## src/hw/rtl/mvna_pkg.sv

```systemverilog
// Shared types, constants and command codes of the vertex normal accumulator.
`default_nettype none
package mvna_pkg;

   localparam int MAX_VERTICES_DEF = 1024;

   localparam int IDX_W = 10;
   localparam int POS_W = 32;
   localparam int NRM_W = 16;

   localparam int EDGE_W  = 33;
   localparam int SEDGE_W = 31;
   localparam int PROD_W  = 62;
   localparam int VEC_W   = 62;
   localparam int MAG_W   = 62;
   localparam int SH_W    = 20;
   localparam int COARSE  = 8;
   localparam int SQ_W    = 2 * SH_W;
   localparam int SUM_W   = 42;
   localparam int ROOT_W  = 21;
   localparam int SREM_W  = 24;
   localparam int QUO_W   = 15;
   localparam int REM_W   = 22;
   localparam int IT_W    = 5;

   localparam int Q_DEPTH = 2;

   localparam logic [1:0] FUNC_LOAD = 2'd0;
   localparam logic [1:0] FUNC_TRI  = 2'd1;
   localparam logic [1:0] FUNC_READ = 2'd2;
   localparam logic [1:0] FUNC_INV  = 2'd3;

   typedef struct packed {
      logic [1:0]              func;
      logic [IDX_W-1:0]        vertex_index;
      logic signed [POS_W-1:0] pos_x;
      logic signed [POS_W-1:0] pos_y;
      logic signed [POS_W-1:0] pos_z;
      logic signed [NRM_W-1:0] init_norm_x;
      logic signed [NRM_W-1:0] init_norm_y;
      logic signed [NRM_W-1:0] init_norm_z;
      logic [IDX_W-1:0]        corner_a;
      logic [IDX_W-1:0]        corner_b;
      logic [IDX_W-1:0]        corner_c;
   } req_type;

   typedef struct packed {
      logic [IDX_W-1:0]        read_index;
      logic signed [NRM_W-1:0] out_norm_x;
      logic signed [NRM_W-1:0] out_norm_y;
      logic signed [NRM_W-1:0] out_norm_z;
   } rsp_type;

   typedef struct packed {
      logic signed [POS_W-1:0] x;
      logic signed [POS_W-1:0] y;
      logic signed [POS_W-1:0] z;
   } pos_type;

   typedef struct packed {
      logic signed [NRM_W-1:0] x;
      logic signed [NRM_W-1:0] y;
      logic signed [NRM_W-1:0] z;
   } nrm_type;

   typedef struct packed {
      logic signed [VEC_W-1:0] x;
      logic signed [VEC_W-1:0] y;
      logic signed [VEC_W-1:0] z;
   } vec_type;

   typedef struct packed {
      logic [1:0]       op;
      logic             ok;
      logic [IDX_W-1:0] idx_a;
      logic [IDX_W-1:0] idx_b;
      logic [IDX_W-1:0] idx_c;
      pos_type          pos;
      nrm_type          nrm;
   } cmd_type;

endpackage
`default_nettype wire

```

## src/hw/rtl/mvna_front.sv

```systemverilog
// Front end: accepts request beats and decodes them into queued commands.
`default_nettype none
module mvna_front
   import mvna_pkg::*;
#(
   parameter int MAX_VERTICES = MAX_VERTICES_DEF
) (
   input  wire logic    req_valid,
   output logic         req_ready,
   input  wire req_type req_data,
   input  wire logic    q_full,
   output logic         q_push,
   output cmd_type      q_cmd
);

   function automatic logic in_range(input logic [IDX_W-1:0] idx);
      in_range = (32'(idx) < 32'(MAX_VERTICES));
   endfunction

   always_comb begin
      req_ready       = !q_full;
      q_push          = req_valid && !q_full;
      q_cmd.op        = req_data.func;
      q_cmd.idx_b     = req_data.corner_b;
      q_cmd.idx_c     = req_data.corner_c;
      q_cmd.pos.x     = req_data.pos_x;
      q_cmd.pos.y     = req_data.pos_y;
      q_cmd.pos.z     = req_data.pos_z;
      q_cmd.nrm.x     = req_data.init_norm_x;
      q_cmd.nrm.y     = req_data.init_norm_y;
      q_cmd.nrm.z     = req_data.init_norm_z;
      q_cmd.idx_a     = req_data.vertex_index;
      q_cmd.ok        = 1'b1;
      case (req_data.func)
         FUNC_LOAD, FUNC_READ: begin
            q_cmd.ok = in_range(req_data.vertex_index);
         end
         FUNC_TRI: begin
            q_cmd.idx_a = req_data.corner_a;
            q_cmd.ok    = in_range(req_data.corner_a) && in_range(req_data.corner_b)
                          && in_range(req_data.corner_c);
         end
         default: begin
            q_cmd.ok = 1'b1;
         end
      endcase
   end

endmodule
`default_nettype wire

```

## config.mk

```make
export PLATFORM = sky130hd
export DESIGN_NAME = mvna_front
export DESIGN_NICKNAME = d
export VERILOG_FILES = /design/src/hw/rtl/mvna_pkg.sv /design/src/hw/rtl/mvna_front.sv
export SDC_FILE = /design/constraint.sdc
export NUM_CORES = 1
export LEC_CHECK = 0
export ABC_CLOCK_PERIOD_IN_PS = 800
export BUFFER_PORTS_ARGS = -buffer_cell sky130_fd_sc_hd__buf_2
export CAP_MARGIN = 20
export CORE_AREA = 2 2 144 146
export DETAILED_ROUTE_END_ITERATION = 8
export DIE_AREA = 0 0 146 148
export MAX_ROUTING_LAYER = met4
export PLACE_DENSITY_LB_ADDON = 0.25
export SLEW_MARGIN = 20
export SYNTH_ARGS = -nofsm -noshare
export SYNTH_HDL_FRONTEND = slang
export SYNTH_SLANG_ARGS = --single-unit
```

## constraint.sdc

```tcl
create_clock -name vclk -period 0.8
set_input_delay 0.08 -clock vclk [all_inputs]
set_output_delay 0.08 -clock vclk [all_outputs]
set_load 0.01 [all_outputs]
```

# == Word-level counts from Yosys, hierarchy flattened ==
# Index checks and enable logic that the tools add are counted.
# word_totals
reg_bits,0
inputBits,188
output_inout_bits,179
wordCells,4
# op_classes
eq_ne,1
n_mux,1
reduce_logical,2
# op_table
cell,count
10-bit two-way mux,1
"2-bit by 1-bit equality test with 1-bit output, second input constant",1
1-bit logical AND,1
1-bit logical NOT,1

# == Logic depth before layout (Yosys ltp) ==
# Gate-level depths: netlist (run 1).
# logic_depth
ltp_word,2
ltp_mapped,3
mapped_depth_nobuf,2

# == Worst setup path before layout (run 1) ==
# No wires, ideal clock.
# synth_path
path_kind,input port to output port
startpoint,input port req_data[184] (netlist name)
endpoint,output port q_cmd[164] (netlist name)
t_arrival_ps,667
required_time_ps,720
path_slack_ps,53
stages,3
n_path_buf,1
path_cell_list,nor2b_4 buf_12 mux2_4
# synth_lines
element,line,text
from (decl),mvna_front.sv:10,"input wire req_type req_data,"
to (decl),mvna_front.sv:13,output cmd_type q_cmd

==> results of run 1 <==
-- worst max path at each step --
stage / cells after the start / startpoint / slack [ns] / end
4_1_cts: 5 / req_data[185] / -0.22 / q_cmd[169]
5_1_grt: 5 / req_data[185] / -0.23 / q_cmd[169]
2_1_floorplan: 3 / req_data[184] / 0.05 / q_cmd[164]
3_5_place_dp: 5 / req_data[185] / -0.27 / q_cmd[173]
3_3_place_gp: 5 / req_data[185] / -0.26 / q_cmd[173]
6_report: 5 / req_data[185] / -0.20 / q_cmd[169]
-- cell families (layout without fill, tap and decap cells) --
group,count (synthesis),after routing,share of synthesized area
buffers and inverters,169,44,0.8802
multiplexers,10,10,0.1034
other,1,1,0.002584
AND/OR/NAND/NOR,2,2,0.01379
-- where the power goes --
part / internal (mW) / switching [mW] / total (mW)
Sequential: 0 / 0 / 0
Clock: 0 / 0 / 0
Combinational: 0.219 / 0.166 / 0.385
-- area by class of cell --
| cell class | instances | area (µm²) |
|---|---|---|
| fillers | 2453 | 19200 |
| inverters | 1 | 3.754 |
| multi-input cells | 13 | 173.9 |
| well taps | 270 | 337.8 |
| repair buffers | 43 | 326.6 |
-- timing repair --
action | in CTS | in global routing
pin swaps | 0 | 0
hold buffers | 0 | 0
endpoints found under the setup margin | 10 | 10
buffers inserted | 0 | 1
gates resized for setup | 25 | 1
gates cloned | 0 | 0
-- metal layers --
metal / routed length (µm) / global-route usage / part of all wire / up-vias
li1: - / - / - / 135
met1: 1291 / 0.03216 / 0.20 / 169
met2: 2670 / 0.08137 / 0.41 / 190
met3: 1810 / 0.06358 / 0.28 / 94
met4: 720 / 0.05000 / 0.11 / 0
met5: 0 / - / 0 / -
-- cell usage after synthesis --
library cell / number
buf_12: 1
buf_4: 167
conb_1: 1
inv_1: 1
mux2_4: 10
nor2b_1: 1
nor2b_4: 1
==> metrics.md, run 1 <==
| Metric | Value |
|---|---|
| Status | finished with violations |
| Violated checks | setup timing |
| Global Route Usage Sum | 0.05543 |
| Post-route setup slack | -0.1965 ns |
| Largest delay share family, worst path | buffers and inverters |
| Post-synthesis sequential area ratio | 0 |
| Nets | around 250 |
| Setup TNS Final | -1.768 ns |
| Worst Path Max Fanout | 7 |
| Area post-placement | 748.2 µm² |
| Max_cap viols | 0 |
| Syn avg cell area | 7.975 µm² |
| Max IR drop VDD | 0.0001424 V |
| Full die area | between 20000 and 25000 µm² |
| Post-Route WL | 6.492 mm |
| Min cycle time layout | around 1.0 ns |
| GPL Wtd Cong | 0.6138 |
| Peak Freq | roughly 1000 MHz |
| Critical Path Most Common Cell | buf_8 |
| Rows | 52 |
| Final Util | 0.04202 |
| Vias per cell | roughly 1.8 |
| Hold Vio Cnt, Final | 0 |
| Vias | 588 |
| Largest net degree at the start of global routing | 8 |
| Drt first pass iters | 2 |
| Buf+Inv Stages, Crit Path | 3 |
| Placed cells | around 330 |
| Tot Pwr | approximately 0.38 mW |
| Yosys warns | 0 |
| Synth area leader | buf_4 |
| Port Buffers | 38 |
| Commonest non-fill, non-tap cells in the layout | buf_2, buf_6, mux2_4 |
| CP Capture Type | primary output |
| CP max stage cell | mux2_4 |
| Min-delay src | req_data[14] |
| Final Non-Filler Cells | 327 |
| Share of post-route cells with drive strength above 1 | 0.9474 |
| Final clock period utilization by the worst path | 1.246 |
| Worst Hold Endpoint | q_cmd[158] |
| Top cells by area, synth | buf_4, mux2_4, buf_12, nor2b_4, nor2b_1 |
| Worst Path Arrival | a little over 0.9 ns |
| WHS Path Cells | 0 |
| Area growth syn-to-layout | -41.98% |
| Leak | 0.3006 nW |
| Global route overflow | 0 |
| Pwr per Cell Area | 457.2 nW/µm² |
| CLK BUF | 0 |
| Share of the synthesized area in the top cell type | 0.8638 |
| Number of DRC markers in iteration 0 | 12 |
| Setup Crit Path Kind | primary input to primary output |
| Setup WS pre-CTS | -0.2707 ns |
| I/O pin count | 367 |
| Die Ht | 148 µm |
| Register Area | 0 µm² |
| Synth Cell Area | 1451 µm² |
| Syn Nets | 370 |
| RSZ-0062 raised after global routing | true |
| First-pass GRT wire length | 7.445 mm |
| Vias in the first global route | 745 |
| Initial Utilization | 0.07243 |
| N_diodes | 0 |
| Core area | 20040 µm² |
| Gate Count Post-Synth | 182 |
| ANT nets after route | 0 |
| Synth unique cells | 7 |
| Routed len/inst | a little under 20 µm |
| Residual DRC | 0 |
| Crit-path cells | buf_8 > nor2b_4 > buf_12 > mux2_4 > buf_8 |
| Critical path's largest stage delay | between 0.3 and 0.4 ns |
| Die Wd | roughly 150 µm |
| Crit path launch type | primary input |
| Design area | 842.1 µm² |
| HP Class | primary input to primary output |
| WP data required | 0.72 ns |
| Seq_cells | 0 |
| Max-slew violation count | 0 |
| Worst hold slack | approximately 0.16 ns |
| Initial antenna violation count | 0 |
| Commonest non-fill, non-tap cell in the layout | buf_2 |
| Final setup vio count | 10 |
No activity file was read; power rests on OpenSTA's default activity.
==> inputs of run 2 (changes only) <==
--- a/config.mk
+++ b/config.mk
@@ -5,7 +5,7 @@
 export SDC_FILE = /design/constraint.sdc
 export NUM_CORES = 1
 export LEC_CHECK = 0
-export ABC_CLOCK_PERIOD_IN_PS = 800
+export ABC_CLOCK_PERIOD_IN_PS = 1150
 export BUFFER_PORTS_ARGS = -buffer_cell sky130_fd_sc_hd__buf_2
 export CAP_MARGIN = 20
 export CORE_AREA = 2 2 144 146
@@ -13,7 +13,7 @@
 export DIE_AREA = 0 0 146 148
 export MAX_ROUTING_LAYER = met4
 export PLACE_DENSITY_LB_ADDON = 0.25
-export SLEW_MARGIN = 20
+export SLEW_MARGIN = 10
 export SYNTH_ARGS = -nofsm -noshare
 export SYNTH_HDL_FRONTEND = slang
 export SYNTH_SLANG_ARGS = --single-unit
==> constraint.sdc (replaced) <==
create_clock -name vclk -period 1.15
set_input_delay 0.115 -clock vclk [all_inputs]
set_output_delay 0.115 -clock vclk [all_outputs]
set_load 0.01 [all_outputs]
==> metrics.md, run 2 (synthesis gave the netlist of run 1 again) <==
| Metric | Value |
|---|---|
| Nets | 246 (was 247) |
| Worst hold slack | 0.2300 ns (was 0.1600 ns) |
| ANT nets after route | 0 (unchanged) |
| # resized after CTS | 0 (was 25) |
| Vias per cell | 1.791 (was 1.798) |
| Setup WS pre-CTS | 0.009350 ns (was -0.2707 ns) |
| Leak | 0.2710 nW (was 0.3006 nW) |
| Tot Pwr | 0.2327 mW (was 0.3850 mW) |
| Die Ht | 148 µm (unchanged) |
| CLK BUF | 0 (unchanged) |
| Cell Int Power | 0.1171 mW (was 0.2193 mW) |
| Met1 Usage GRT | 0.03271 (was 0.03216) |
| Setup Crit Path Kind | primary input to primary output (unchanged) |
| CP Capture Type | primary output (unchanged) |
| Most Used Layer, Global Route | met2 (unchanged) |
| Post-CTS setup buffers | 0 (unchanged) |
| Final setup vio count | 0 (was 10) |
| Crit path launch type | primary input (unchanged) |
| Residual DRC | 0 (unchanged) |
| HP Class | primary input to primary output (unchanged) |
| Register Area | 0 µm² (unchanged) |
| RSZ-0062 raised after global routing | false (was true) |
| First-pass GRT wire length | 7.445 mm (unchanged) |
| Hold Vio Cnt, Final | 0 (unchanged) |
| Post-route setup slack | 0.03902 ns (was -0.1965 ns) |
| Initial antenna violation count | 0 (unchanged) |
| Share of post-route cells with drive strength above 1 | 0.9464 (was 0.9474) |
| Switch share | 0.4967 (was 0.4303) |
| Vias | 584 (was 588) |
| Max_cap viols | 0 (unchanged) |
| Pwr per Cell Area | 305.9 nW/µm² (was 457.2 nW/µm²) |
| Final clock period utilization by the worst path | 0.9661 |
| GPL Wtd Cong | 0.6138 (unchanged) |
| Setup TNS Final | 0 ns (was -1.768 ns) |
| Worst Path Max Fanout | 3 (was 7) |
| Area growth syn-to-layout | -47.59% (was -41.98%) |
| Logic pwr share | 1.000 (about the same) |
| Die Wd | 146 µm (unchanged) |
| Max IR drop VDD | 0.00009392 V (was 0.0001424 V) |
| Max-slew violation count | 0 (unchanged) |
| Port Buffers | 38 (unchanged) |
| Commonest non-fill, non-tap cell in the layout | buf_2 (unchanged) |
| Rows | 52 (unchanged) |
| Peak Freq | 900.1 MHz |
| Reg power frac | 0 (about the same) |
| Number of DRC markers in iteration 0 | 13 (was 12) |
| Routed len/inst | 19.95 µm (was 19.85 µm) |
| Hold-fix buffers, CTS | 0 (unchanged) |
| Global Route Usage Sum | 0.05550 (was 0.05543) |
| Vias in the first global route | 738 (was 745) |
| WP data required | 1.03 ns (was 0.72 ns) |
| Clk pwr share | 0 (about the same) |
| Seq_cells | 0 (unchanged) |
| Core area | 20040 µm² (unchanged) |
| Drt first pass iters | 2 (unchanged) |
| M3 GR Usage | 0.06389 (was 0.06358) |
| Min cycle time layout | 1.111 ns |
| M2 GR Usage | 0.08066 (was 0.08137) |
| P_sw | 0.1156 mW (was 0.1657 mW) |
| N_diodes | 0 (unchanged) |
| Commonest non-fill, non-tap cells in the layout | buf_2, mux2_4, buf_4 (was buf_2, buf_6, mux2_4) |
| Full die area | 21610 µm² (unchanged) |
| Initial Utilization | 0.07243 (unchanged) |
| Design area | 760.7 µm² (was 842.1 µm²) |
| Worst Path Arrival | 1.00 ns (was 0.92 ns) |
| Status | complete, no violations (was finished with violations) |
| Post-Route WL | 6.504 mm (was 6.492 mm) |
| I/O pin count | 367 (unchanged) |
| Area post-placement | 748.2 µm² (unchanged) |
| Largest net degree at the start of global routing | 8 (unchanged) |
| Global route overflow | 0 (unchanged) |
## run 2: cell types whose count changed in the layout (fill, tap and decap cells not counted)
cell / change
buf_2: +7
buf_4: +5
buf_6: -11
buf_8: -2
## run 2: worst max-delay path: stages
cell and delay, ns:
buf_2 0.12, nor2b_4 0.14, buf_4 0.15, mux2_4 0.30
buf_4 0.17
## run 2: final timing paths
path	endpoint	cells after the start	from
max	q_cmd[173]	5	req_data[185]
min	q_cmd[158]	0	req_data[14]
## run 2: stage by stage
step	instances	util
2_1_floorplan	182	-
3_3_place_gp	326	0.03734
3_5_place_dp	326	0.03734
4_1_cts	326	0.03734
5_1_grt	326	0.03796
6_report	326	0.03796
## run 2: routing by layer
layer | part of all wire | vias up
met3 | 0.28 | 92
li1 | - | 133
met4 | 0.11 | 0
met2 | 0.41 | 192
met5 | 0 | -
met1 | 0.20 | 167
## run 2: power by group through the flow
stage               Clock [mW]  Combinational [mW]  Sequential [mW]
floorplan                    0               0.684                0
global placement             0               0.237                0
detailed placement           0               0.237                0
CTS                          0               0.237                0
global route                 0               0.260                0
finish                       0               0.233                0
## run 2: final cells by class
cell class	instances	area [µm²]
well taps	270	337.8
repair buffers	42	245.2
fillers	2459	19280
inverters	1	3.754
multi-input cells	13	173.9
