==> src/hw/rtl/mvna_pkg.sv <==
// Shared types, constants and command codes of the vertex normal accumulator.
`default_nettype none
package mvna_pkg;

   localparam int MAX_VERTICES_DEF = 1024;

   localparam int IDX_W = 10;
   localparam int POS_W = 32;
   localparam int NRM_W = 16;

   localparam int EDGE_W  = 33;
   localparam int SEDGE_W = 31;
   localparam int PROD_W  = 62;
   localparam int VEC_W   = 62;
   localparam int MAG_W   = 62;
   localparam int SH_W    = 20;
   localparam int COARSE  = 8;
   localparam int SQ_W    = 2 * SH_W;
   localparam int SUM_W   = 42;
   localparam int ROOT_W  = 21;
   localparam int SREM_W  = 24;
   localparam int QUO_W   = 15;
   localparam int REM_W   = 22;
   localparam int IT_W    = 5;

   localparam int Q_DEPTH = 2;

   localparam logic [1:0] FUNC_LOAD = 2'd0;
   localparam logic [1:0] FUNC_TRI  = 2'd1;
   localparam logic [1:0] FUNC_READ = 2'd2;
   localparam logic [1:0] FUNC_INV  = 2'd3;

   typedef struct packed {
      logic [1:0]              func;
      logic [IDX_W-1:0]        vertex_index;
      logic signed [POS_W-1:0] pos_x;
      logic signed [POS_W-1:0] pos_y;
      logic signed [POS_W-1:0] pos_z;
      logic signed [NRM_W-1:0] init_norm_x;
      logic signed [NRM_W-1:0] init_norm_y;
      logic signed [NRM_W-1:0] init_norm_z;
      logic [IDX_W-1:0]        corner_a;
      logic [IDX_W-1:0]        corner_b;
      logic [IDX_W-1:0]        corner_c;
   } req_type;

   typedef struct packed {
      logic [IDX_W-1:0]        read_index;
      logic signed [NRM_W-1:0] out_norm_x;
      logic signed [NRM_W-1:0] out_norm_y;
      logic signed [NRM_W-1:0] out_norm_z;
   } rsp_type;

   typedef struct packed {
      logic signed [POS_W-1:0] x;
      logic signed [POS_W-1:0] y;
      logic signed [POS_W-1:0] z;
   } pos_type;

   typedef struct packed {
      logic signed [NRM_W-1:0] x;
      logic signed [NRM_W-1:0] y;
      logic signed [NRM_W-1:0] z;
   } nrm_type;

   typedef struct packed {
      logic signed [VEC_W-1:0] x;
      logic signed [VEC_W-1:0] y;
      logic signed [VEC_W-1:0] z;
   } vec_type;

   typedef struct packed {
      logic [1:0]       op;
      logic             ok;
      logic [IDX_W-1:0] idx_a;
      logic [IDX_W-1:0] idx_b;
      logic [IDX_W-1:0] idx_c;
      pos_type          pos;
      nrm_type          nrm;
   } cmd_type;

endpackage
`default_nettype wire

==> src/hw/rtl/mvna_queue.sv <==
// Short command queue between the front end and the execution unit.
`default_nettype none
module mvna_queue
   import mvna_pkg::*;
(
   input  wire logic    clock,
   input  wire logic    reset,
   input  wire logic    push,
   input  wire cmd_type push_cmd,
   output logic         full,
   input  wire logic    pop,
   output logic         pop_valid,
   output cmd_type      pop_cmd
);

   localparam int PW = (Q_DEPTH > 1) ? $clog2(Q_DEPTH) : 1;
   localparam int CW = $clog2(Q_DEPTH + 1);

   cmd_type         q_ff [Q_DEPTH];
   logic [PW-1:0]   wr_ff, wr_in, rd_ff, rd_in;
   logic [CW-1:0]   cnt_ff, cnt_in;

   always_comb begin
      full      = (cnt_ff == CW'(Q_DEPTH));
      pop_valid = (cnt_ff != '0);
      pop_cmd   = q_ff[rd_ff];
      wr_in     = wr_ff;
      rd_in     = rd_ff;
      cnt_in    = cnt_ff;
      if (push) begin
         wr_in = (wr_ff == PW'(Q_DEPTH - 1)) ? '0 : wr_ff + 1'b1;
      end
      if (pop) begin
         rd_in = (rd_ff == PW'(Q_DEPTH - 1)) ? '0 : rd_ff + 1'b1;
      end
      if (push && !pop) begin
         cnt_in = cnt_ff + 1'b1;
      end else if (pop && !push) begin
         cnt_in = cnt_ff - 1'b1;
      end
   end

   always_ff @(posedge clock) begin
      if (reset) begin
         wr_ff  <= '0;
         rd_ff  <= '0;
         cnt_ff <= '0;
      end else begin
         wr_ff  <= wr_in;
         rd_ff  <= rd_in;
         cnt_ff <= cnt_in;
      end
   end

   always_ff @(posedge clock) begin
      if (push) begin
         q_ff[wr_ff] <= push_cmd;
      end
   end

endmodule
`default_nettype wire

==> config.mk <==
export PLATFORM = sky130hd
export DESIGN_NAME = mvna_queue
export DESIGN_NICKNAME = d
export VERILOG_FILES = /design/src/hw/rtl/mvna_pkg.sv /design/src/hw/rtl/mvna_queue.sv
export SDC_FILE = /design/constraint.sdc
export NUM_CORES = 1
export LEC_CHECK = 0
export BUFFER_PORTS_ARGS = -buffer_cell sky130_fd_sc_hd__buf_2
export CAP_MARGIN = 5
export CELL_PAD_IN_SITES_DETAIL_PLACEMENT = 1
export CELL_PAD_IN_SITES_GLOBAL_PLACEMENT = 2
export CORE_ASPECT_RATIO = 0.75
export CORE_MARGIN = 4
export CORE_UTILIZATION = 42
export DETAILED_ROUTE_END_ITERATION = 10
export PLACE_DENSITY_LB_ADDON = 0.1
export SYNTH_ARGS = -nofsm -noshare
export SYNTH_HDL_FRONTEND = slang
export SYNTH_SLANG_ARGS = --single-unit
export TNS_END_PERCENT = 5
==> constraint.sdc <==
create_clock -name clock -period 13.2 [get_ports clock]
set_input_delay 0.66 -clock clock [delete_from_list [all_inputs] [get_ports clock]]
set_output_delay 0.66 -clock clock [all_outputs]
set_load 0.005 [all_outputs]
-- Word level (Yosys, flattened, before mapping)
Memory sizes are Yosys's and may differ from the RTL's. A register that Yosys moved wholly into a read port is not among the register bits.
Index checks and enable logic that the tools add are counted.
- flip-flop bits (word level): 4
- memory bits (writable): 354
- bits of input ports: 181
- output and inout port bits: 179
- word-level logic and storage cells: 23
- memories: 1
- memory list (memory ; words ; width ; read ports ; clocked after Yosys merged registers in ; write ports ; line ; source):
    q_ff ; 2 ; 177 ; 1 ; 1 ; 1 ; mvna_queue.sv:19 ; cmd_type q_ff [Q_DEPTH];
- add/subtract/negate cells: 4
- equal/unequal tests: 1
- multiplexer cells: 8
- reductions and logical operators: 6
- operators with widths (kind ; number):
    2-to-1 mux 1 bit ; 6
    2-to-1 mux 2 bit ; 2
    nonzero test 2 bit ; 2
    adder 1 bit (second input constant) ; 2
    adder 2 x 1 -> 2 bit (second input constant) ; 1
    == test 2 bit (second input constant) ; 1
    logical AND 1 bit ; 2
    logical NOT 1 bit ; 2
    subtractor 2 x 1 -> 2 bit (second input constant) ; 1

-- Longest topological paths before layout
Gate-level depths: netlist (run 1).
- depth after elaboration: 4
- mapped depth: 5
- gate-level depth less buffers: 5

-- Worst setup path after synthesis (run 1)
Ideal clock, no wire load.
- path kind: input to register
- start point: in push
- end point: mem q_ff[0][0] (netlist name), enable pin
- library setup time: 738 ps
- data arrival time: 8301 ps
- required time: 12462 ps
- path slack: 4161 ps
- stages on the path: 1
- path buffers: 0
- cells stage by stage: nor2b_1
- word-level cells in the longest chain between the ends: 2
- ends and longest elaborated chain (what ; line ; source):
    start, declared ; mvna_queue.sv:8 ; input wire logic push,
    2-to-1 mux 1 bit ; mvna_queue.sv:56 ; if (push) begin
    2-to-1 mux 1 bit (implied by the code) ; mvna_queue.sv:57 ; q_ff[wr_ff] <= push_cmd;
    end, declared ; mvna_queue.sv:19 ;
Every way passes these cells.

==> results by group, run 1 <==
Outcome
  • Outcome: finished, final reports clean

Place
  • Hpwl dp: around 22000 um
  • Placed Area: 15700 sq um
  • # placed instances: about 1300
  • Pre-CTS setup slack: 9.71 ns
  • Routability congestion estimate: between 0.8 and 0.9
  • Port Buffers: 359

Synth
  • Post-synth EDFFs: about 350
  • Yosys top cell area share: approximately 79%
  • Top post-synthesis cells by area: edfxtp_1, mux2_4, mux2_2
  • Largest family of logic cells by synthesized area: multiplexers
  • Syn Nets: approximately 760
  • Seq/Total Area, Yosys: between 70% and 80%
  • Distinct cells, synth: 17
  • Syn. warnings: 0
  • Multiplexer share of the synthesized area: 18.4%
  • Yosys reg bits: 359
  • Post-Syn Area: roughly 14000 sq um
  • Asr flop ratio synth: 0%
  • Top cells by count, synth: edfxtp_1, mux2_4, mux2_2, buf_6, dfxtp_1
  • Predominant post-synthesis flop cell: edfxtp_1
  • Count leader, synth: edfxtp_1
  • XOR/XNOR Fraction of Synth Area: less than 1%
  • Synth Area in Adders: less than 1%
  • Syn Inst Count: 573
  • Synth area leader: edfxtp_1
  • Synthesized area per cell: 23.6 sq um
  • Synthesized-area fraction occupied by and/or/nand/nor cells: 0.342%
  • Compound-gate portion of the synthesized area: less than 1%

Drt
  • Post-DRT Antenna Nets: 0
  • DRC: 0
  • Number of DRC markers in iteration 0: 426
  • Total number of vias: about 6800
  • DR WL/cell: between 20 and 25 um
  • Detailed Routing Iterations Pass 1: 4
  • Detailed Route WL: ~32000 um
  • Vias/cell: roughly 4.9

Worst setup path
  • CP dominant cell by count: buf_4
  • Largest stage delay on the critical path: between 0.8 and 0.9 ns
  • Delay-heaviest family, CP: buffers and inverters
  • FF-to-FF path depth: 2
  • CP Cell Sequence: buf_4 > buf_4 > mux2_2 > buf_2
  • Critical Path RT: 12.54 ns
  • Critical Path Slowest Stage Cell: buf_4
  • Worst R2R Setup Slack: 10.62 ns
  • WS Path Type: register to primary output
  • CP max FO: 56
  • Worst r2r dst: q_ff[0][5]
  • CP endpoint kind: primary output
  • WP data arrival: between 3 and 4 ns
  • CP bufs+invs: 3
  • FF-to-FF Start: wr_ff
  • Setup crit start kind: register

Clock network
  • PostCTS Resize Cnt: 0
  • Worst-Skew Late Latency: just over 0.5 ns
  • Clk slew on worst S/H paths: roughly 0.060 ns
  • Htree depth: 2
  • Clock Root Buffer: clkbuf_16
  • CTS max path bufs: 3
  • CTS tree: yes
  • Setup bufs post-CTS: 0
  • Hold-fix buffers, CTS: 0
  • Num Clock Sinks: 359
  • Inserted Clock Buffers: 37

Run
  • Number of max-cap violations: 0

STA
  • Final WS setup: roughly 9 ns
  • Worst rel slew slack: approximately a quarter
  • Worst-margin pin slew: between 1 and 1.5 ns
  • F_max: around 250 MHz
  • Final Max Tran Viols: 0
  • # setup viols final: 0
  • Final Critical Period: 3.99 ns
  • Fin Setup TNS: 0 ns
  • Worst Skew: 0.00885 ns
  • Final Cycle Share: a little under a third
  • Final hold slack: around 0.33 ns
  • Unrepaired setup endpoints after global routing: false
  • Final hold violations: 0

Die
  • Num ports: 360
  • Core ar.: ~32000 sq um
  • Std cell rows: 56
  • Initial Utilization: between 40% and 50%
  • Die Ht: 163 um
  • Die Wd: 215 um
  • Die Area: 35200 sq um

GRT
  • Antenna violations before repair: 7
  • Vias in the first global route: 7449
  • First-pass GRT wire length: around 47000 um
  • GRT Total Usage: between 10% and 20%
  • Largest net degree at the start of global routing: 72
  • Gr ovfl total: 0

Hold path
  • Worst hold start: push_cmd[60]
  • WHS Path Cells: 1
  • HP Class: input pin to register
  • WHS Endpoint: q_ff[1][60]

Power
  • Leak: ~6.6 nW
  • Pwr dens: 156 nW/um^2
  • VDD IR max: around 0.080 mV
  • Overall power: roughly 2.6 mW

Finish
  • Design Area, Final: ~17000 sq um
  • Layout Cells excl Fill: around 1400
  • P&R area growth vs syn: 24.7%
  • Core Util, Final: a little over half
  • # fillers: slightly below 3000
  • Final net count: approximately 1100
  • Share of layout cells above drive strength 1: about three fifths
==> layer usage <==
layer	part of all wire [%]	vias up	GRT usage, %
li1	-	3053	-
met3	7.4	47	5.65
met1	42	3409	22.8
met2	49	245	28.9
met4	1.6	10	4.01
met5	0.21	-	0
==> sequential cells by signal, indices dropped and copies added, names as in the netlist, named ones only <==
signal / flops
rd_ff: 1
wr_ff: 1
cnt_ff: 2
q_ff: 354
==> where the power goes <==
part	total, mW	switching, mW	internal, mW
clock network	0.994	0.417	0.577
logic	0.284	0.135	0.149
registers	1.36	0.0228	1.33
total	2.63	0.574	2.06
==> area by class of cell <==
cell class                      count  area [sq um]  share of cell area [%]
Antenna cell                        1          2.50                  0.0148
Clock inverter                     24           169                    1.00
Tap cell                          406           508                    3.01
Clock buffer                       43           991                    5.88
Multi-Input combinational cell    193          2590                    15.4
Inverter                            1          3.75                  0.0223
Timing Repair Buffer              366          1850                    11.0
Sequential cell                   359         10700                    63.7
==> worst max path at each step <==
| stage | start | endpoint | slack [ns] | cells past startpoint |
|---|---|---|---|---|
| floorplan | push | q_ff[0][0] | 4.16 | 1 |
| global placement | register | pop_cmd[3] | 9.83 | 4 |
| detailed placement | register | pop_cmd[12] | 9.71 | 4 |
| CTS | register | pop_cmd[12] | 9.13 | 4 |
| global route | register | pop_cmd[11] | 9.03 | 4 |
| finish | register | pop_cmd[12] | 9.21 | 4 |
==> layout by cell type (no fill, tap or decap) <==
cell type   Yosys  routed
a21oi_1         1       1
and2_4          0       1
buf_2           4     359
buf_4           0       7
bufinv_16       0       2
clkbuf_1        0       4
clkbuf_16       0      39
clkinv_1        0       9
clkinv_2        0      10
clkinv_4        0       1
clkinvlp_4      0       1
dfxtp_1         5       4
dfxtp_4         0       1
diode_2         0       1
edfxtp_1      354     354
ha_1            1       1
inv_1           1       1
inv_6           0       1
mux2_2         47      47
mux2_4        130     130
nor2_1          4       4
nor2b_1         2       1
nor2b_4         0       1
o21ai_0         1       1
or2_2           1       1
or3_1           1       1
xnor2_1         2       2
xor2_1          2       2
==> kinds of logic after synthesis <==
logic type | count (synthesis)
buffers and inverters | 21
multiplexers | 177
adder cells (fa/ha/maj) | 1
AND/OR/NAND/NOR | 9
AO/OA/AOI/OAI | 2
XOR/XNOR | 4
flip-flops | 359
No activity file was read; power rests on OpenSTA's default activity.
==> run 2, diff against run 1 <==
CORE_UTILIZATION = 39   (was 42)
clock period = 3.7 ns   (was 13.2 ns; I/O delays follow)
==> run 2 against run 1 <==
  * Power increased to 3.7 times the previous value
  * Cell count grew 16%
  * Clock skew rose by 0.0046 ns
  * Non-clock buffer count increased by 183
  * Hold slack improved by 0.057 ns
  * First-iteration DRC count fell by 3.3%
  * Sequential power increased to 3.6 times the previous value
  * Clock power grew to 3.7 times the previous value
  * Sequential share of layout area shrank 6.7 points
  * Die area increased by 7.4%
  * Sequential cell count stayed put
  * Global-route usage shrank 0.69 points
  * Critical endpoint is now pop_cmd[159]
==> results by group, run 2 (same netlist as run 1, synthesis figures left out) <==
Place
  • Routability congestion estimate: 0.724 (-10%)
  • # placed instances: 1371 (+3.5%)
  • Pre-CTS setup slack: 1.66 ns (-8.05 ns)
  • Hpwl dp: 21600 um (-1.6%)
  • Port Buffers: 359 (unchanged)

Worst setup path
  • Critical Path Slowest Stage Cell: dfxtp_4
  • WP data arrival: 2.32 ns (-1.01 ns)
  • CP Cell Sequence: buf_4 > mux2_2 > buf_2
  • Delay-heaviest family, CP: flip-flops
  • CP endpoint kind: primary output
  • Setup crit start kind: register
  • Critical Path RT: 3.51 ns (-9.03 ns)
  • WS Path Type: register to primary output
  • CP bufs+invs: 2 (-1)
  • Largest stage delay on the critical path: 0.77 ns (-0.10 ns)
  • CP max FO: 41 (-27%)

STA
  • Worst rel slew slack: 35.5% (+11 points)
  • Final WS setup: 1.20 ns (-8.01 ns)
  • # setup viols final: 0 (unchanged)
  • Final Max Tran Viols: 0 (unchanged)
  • Final Cycle Share: 67.6%
  • Worst-margin pin slew: 0.965 ns (-0.166 ns)
  • Final Critical Period: between 2 and 3 ns
  • Final hold violations: 0 (unchanged)
  • Worst Skew: 0.0135 ns (+0.00461 ns)
  • Unrepaired setup endpoints after global routing: false
  • F_max: about 400 MHz

Finish
  • Share of layout cells above drive strength 1: 51.4% (-9.6 points)
  • Leading registers by flop count: q_ff x354, cnt_ff x2
  • Top reg by flops: q_ff
  • Final net count: 1324 (+16%)
  • Commonest non-fill, non-tap cell in the layout: buf_2
  • # fillers: 3146 (+5.6%)
  • P&R area growth vs syn: 39.3%
  • Most frequent cells in the layout: buf_2, edfxtp_1, dlygate4sd3_1, mux2_4, mux2_2
  • Max FFs per register: 354 (unchanged)
  • Layout Cells excl Fill: 1620 (+16%)

Drt
  • DR WL/cell: 20.2 um (-11%)
  • Detailed Route WL: 32700 um (+3.6%)
  • Detailed Routing Iterations Pass 1: 4 (unchanged)
  • DRC: 0 (unchanged)
  • Vias/cell: 4.55 (-6.3%)
  • Total number of vias: 7370 (+9.0%)
  • Number of DRC markers in iteration 0: 412 (-3.3%)
  • Post-DRT Antenna Nets: 0 (unchanged)

Die
  • Core ar.: 33900 sq um (+7.5%)
  • Num ports: 360 (unchanged)
  • Die Ht: 169 um (+3.6%)
  • Initial Utilization: 39.9% (-3.0 points)
  • Die Area: 37700 sq um (+7.4%)
  • Die Wd: 223 um (+3.6%)
  • Std cell rows: 58 (+3.6%)

GRT
  • GRT Total Usage: 16.8% (-0.69 points)
  • Vias in the first global route: 8307 (+12%)
  • Largest net degree at the start of global routing: 90 (+25%)
  • Gr ovfl total: 0 (unchanged)
  • Antenna violations before repair: 2 (-5)
  • First-pass GRT wire length: 49300 um (+5.4%)

Power
  • Leak: 7.40 nW (+12%)
  • Pwr dens: 515 nW/um^2 (+230%)
  • VDD IR max: 0.362 mV (+350%)
  • Overall power: 9.71 mW (+270%)

Clock network
  • Clock Root Buffer: clkbuf_16
  • CTS max path bufs: 3 (unchanged)
  • Clk slew on worst S/H paths: 0.06 ns (about the same)
  • Num Clock Sinks: 359 (unchanged)
  • Worst-Skew Late Latency: 0.53 ns (+0.02 ns)
  • Inserted Clock Buffers: 38 (+2.7%)
  • Htree depth: 2 (unchanged)
  • CTS tree: yes
  • PostCTS Resize Cnt: 0 (unchanged)

Outcome
  • Outcome: finished, final reports clean

Run
  • Number of max-cap violations: 0 (unchanged)

Hold path
  • HP Class: input pin to register
## run 2: cell count changes in the layout (fill, tap and decap cells not counted), sizes merged
cell	previous run	this run
dlygate4sd3	0	181
clkinv	20	15
clkbuf	43	46
buf	366	368
bufinv	2	4
clkinvlp	1	0
diode	1	2
## run 2: final timing paths
path,from,to,slack [ns],cells past startpoint
max,register,pop_cmd[159],1.20,3
min,push_cmd[151],q_ff[0][151],0.38,2
max reg2reg,wr_ff,q_ff[0][121],1.67,2
min reg2reg,cnt_ff[1],cnt_ff[1],0.52,2
## run 2: what timing repair did
| action | 4_1_cts | 5_1_grt |
|---|---|---|
| buffers inserted | 0 | 0 |
| hold endpoints to repair | 359 | 0 |
| hold buffers | 181 | 0 |
## run 2: final cells by class
cell class                 count  area [sq um]  area share (%)
clock buffer                  46          1000            5.32
sequential                   359         10700            57.0
tap                          450           563            2.99
inverter                       1          3.75          0.0199
timing repair buffer         549          3740            19.8
antenna                        2          5.00          0.0266
multi-input combinational    193          2590            13.8
clock inverter                20           194            1.03
## run 2: per-stage QoR
step                      utilization, %  hold WS, ns  cell area, sq um  TNS, ns
after global routing                55.6        0.356             18800        0
after global placement              46.7        0.373             15800        0
after floorplan                        -        0.254             13500  -228.75
after detailed placement            46.7        0.377             15800        0
final                               55.6        0.384             18800        0
after CTS                           55.6        0.345             18800        0
## run 2: metal layers
metal  share of wire [%]  up-vias  GRT usage (%)
li1                    -     3420              -
met1                  41     3686           21.2
met2                  51      219           29.0
met3                 6.1       45           4.37
met4                 2.1        0           4.61
met5                   0        -              0
## run 2: where the power goes
group	leakage (nW)	switching, mW	internal, mW	total, mW
logic	3.44	0.520	0.667	1.19
registers	3.36	0.0832	4.75	4.83
clock network	0.590	1.49	2.20	3.69
total	7.40	2.09	7.62	9.71
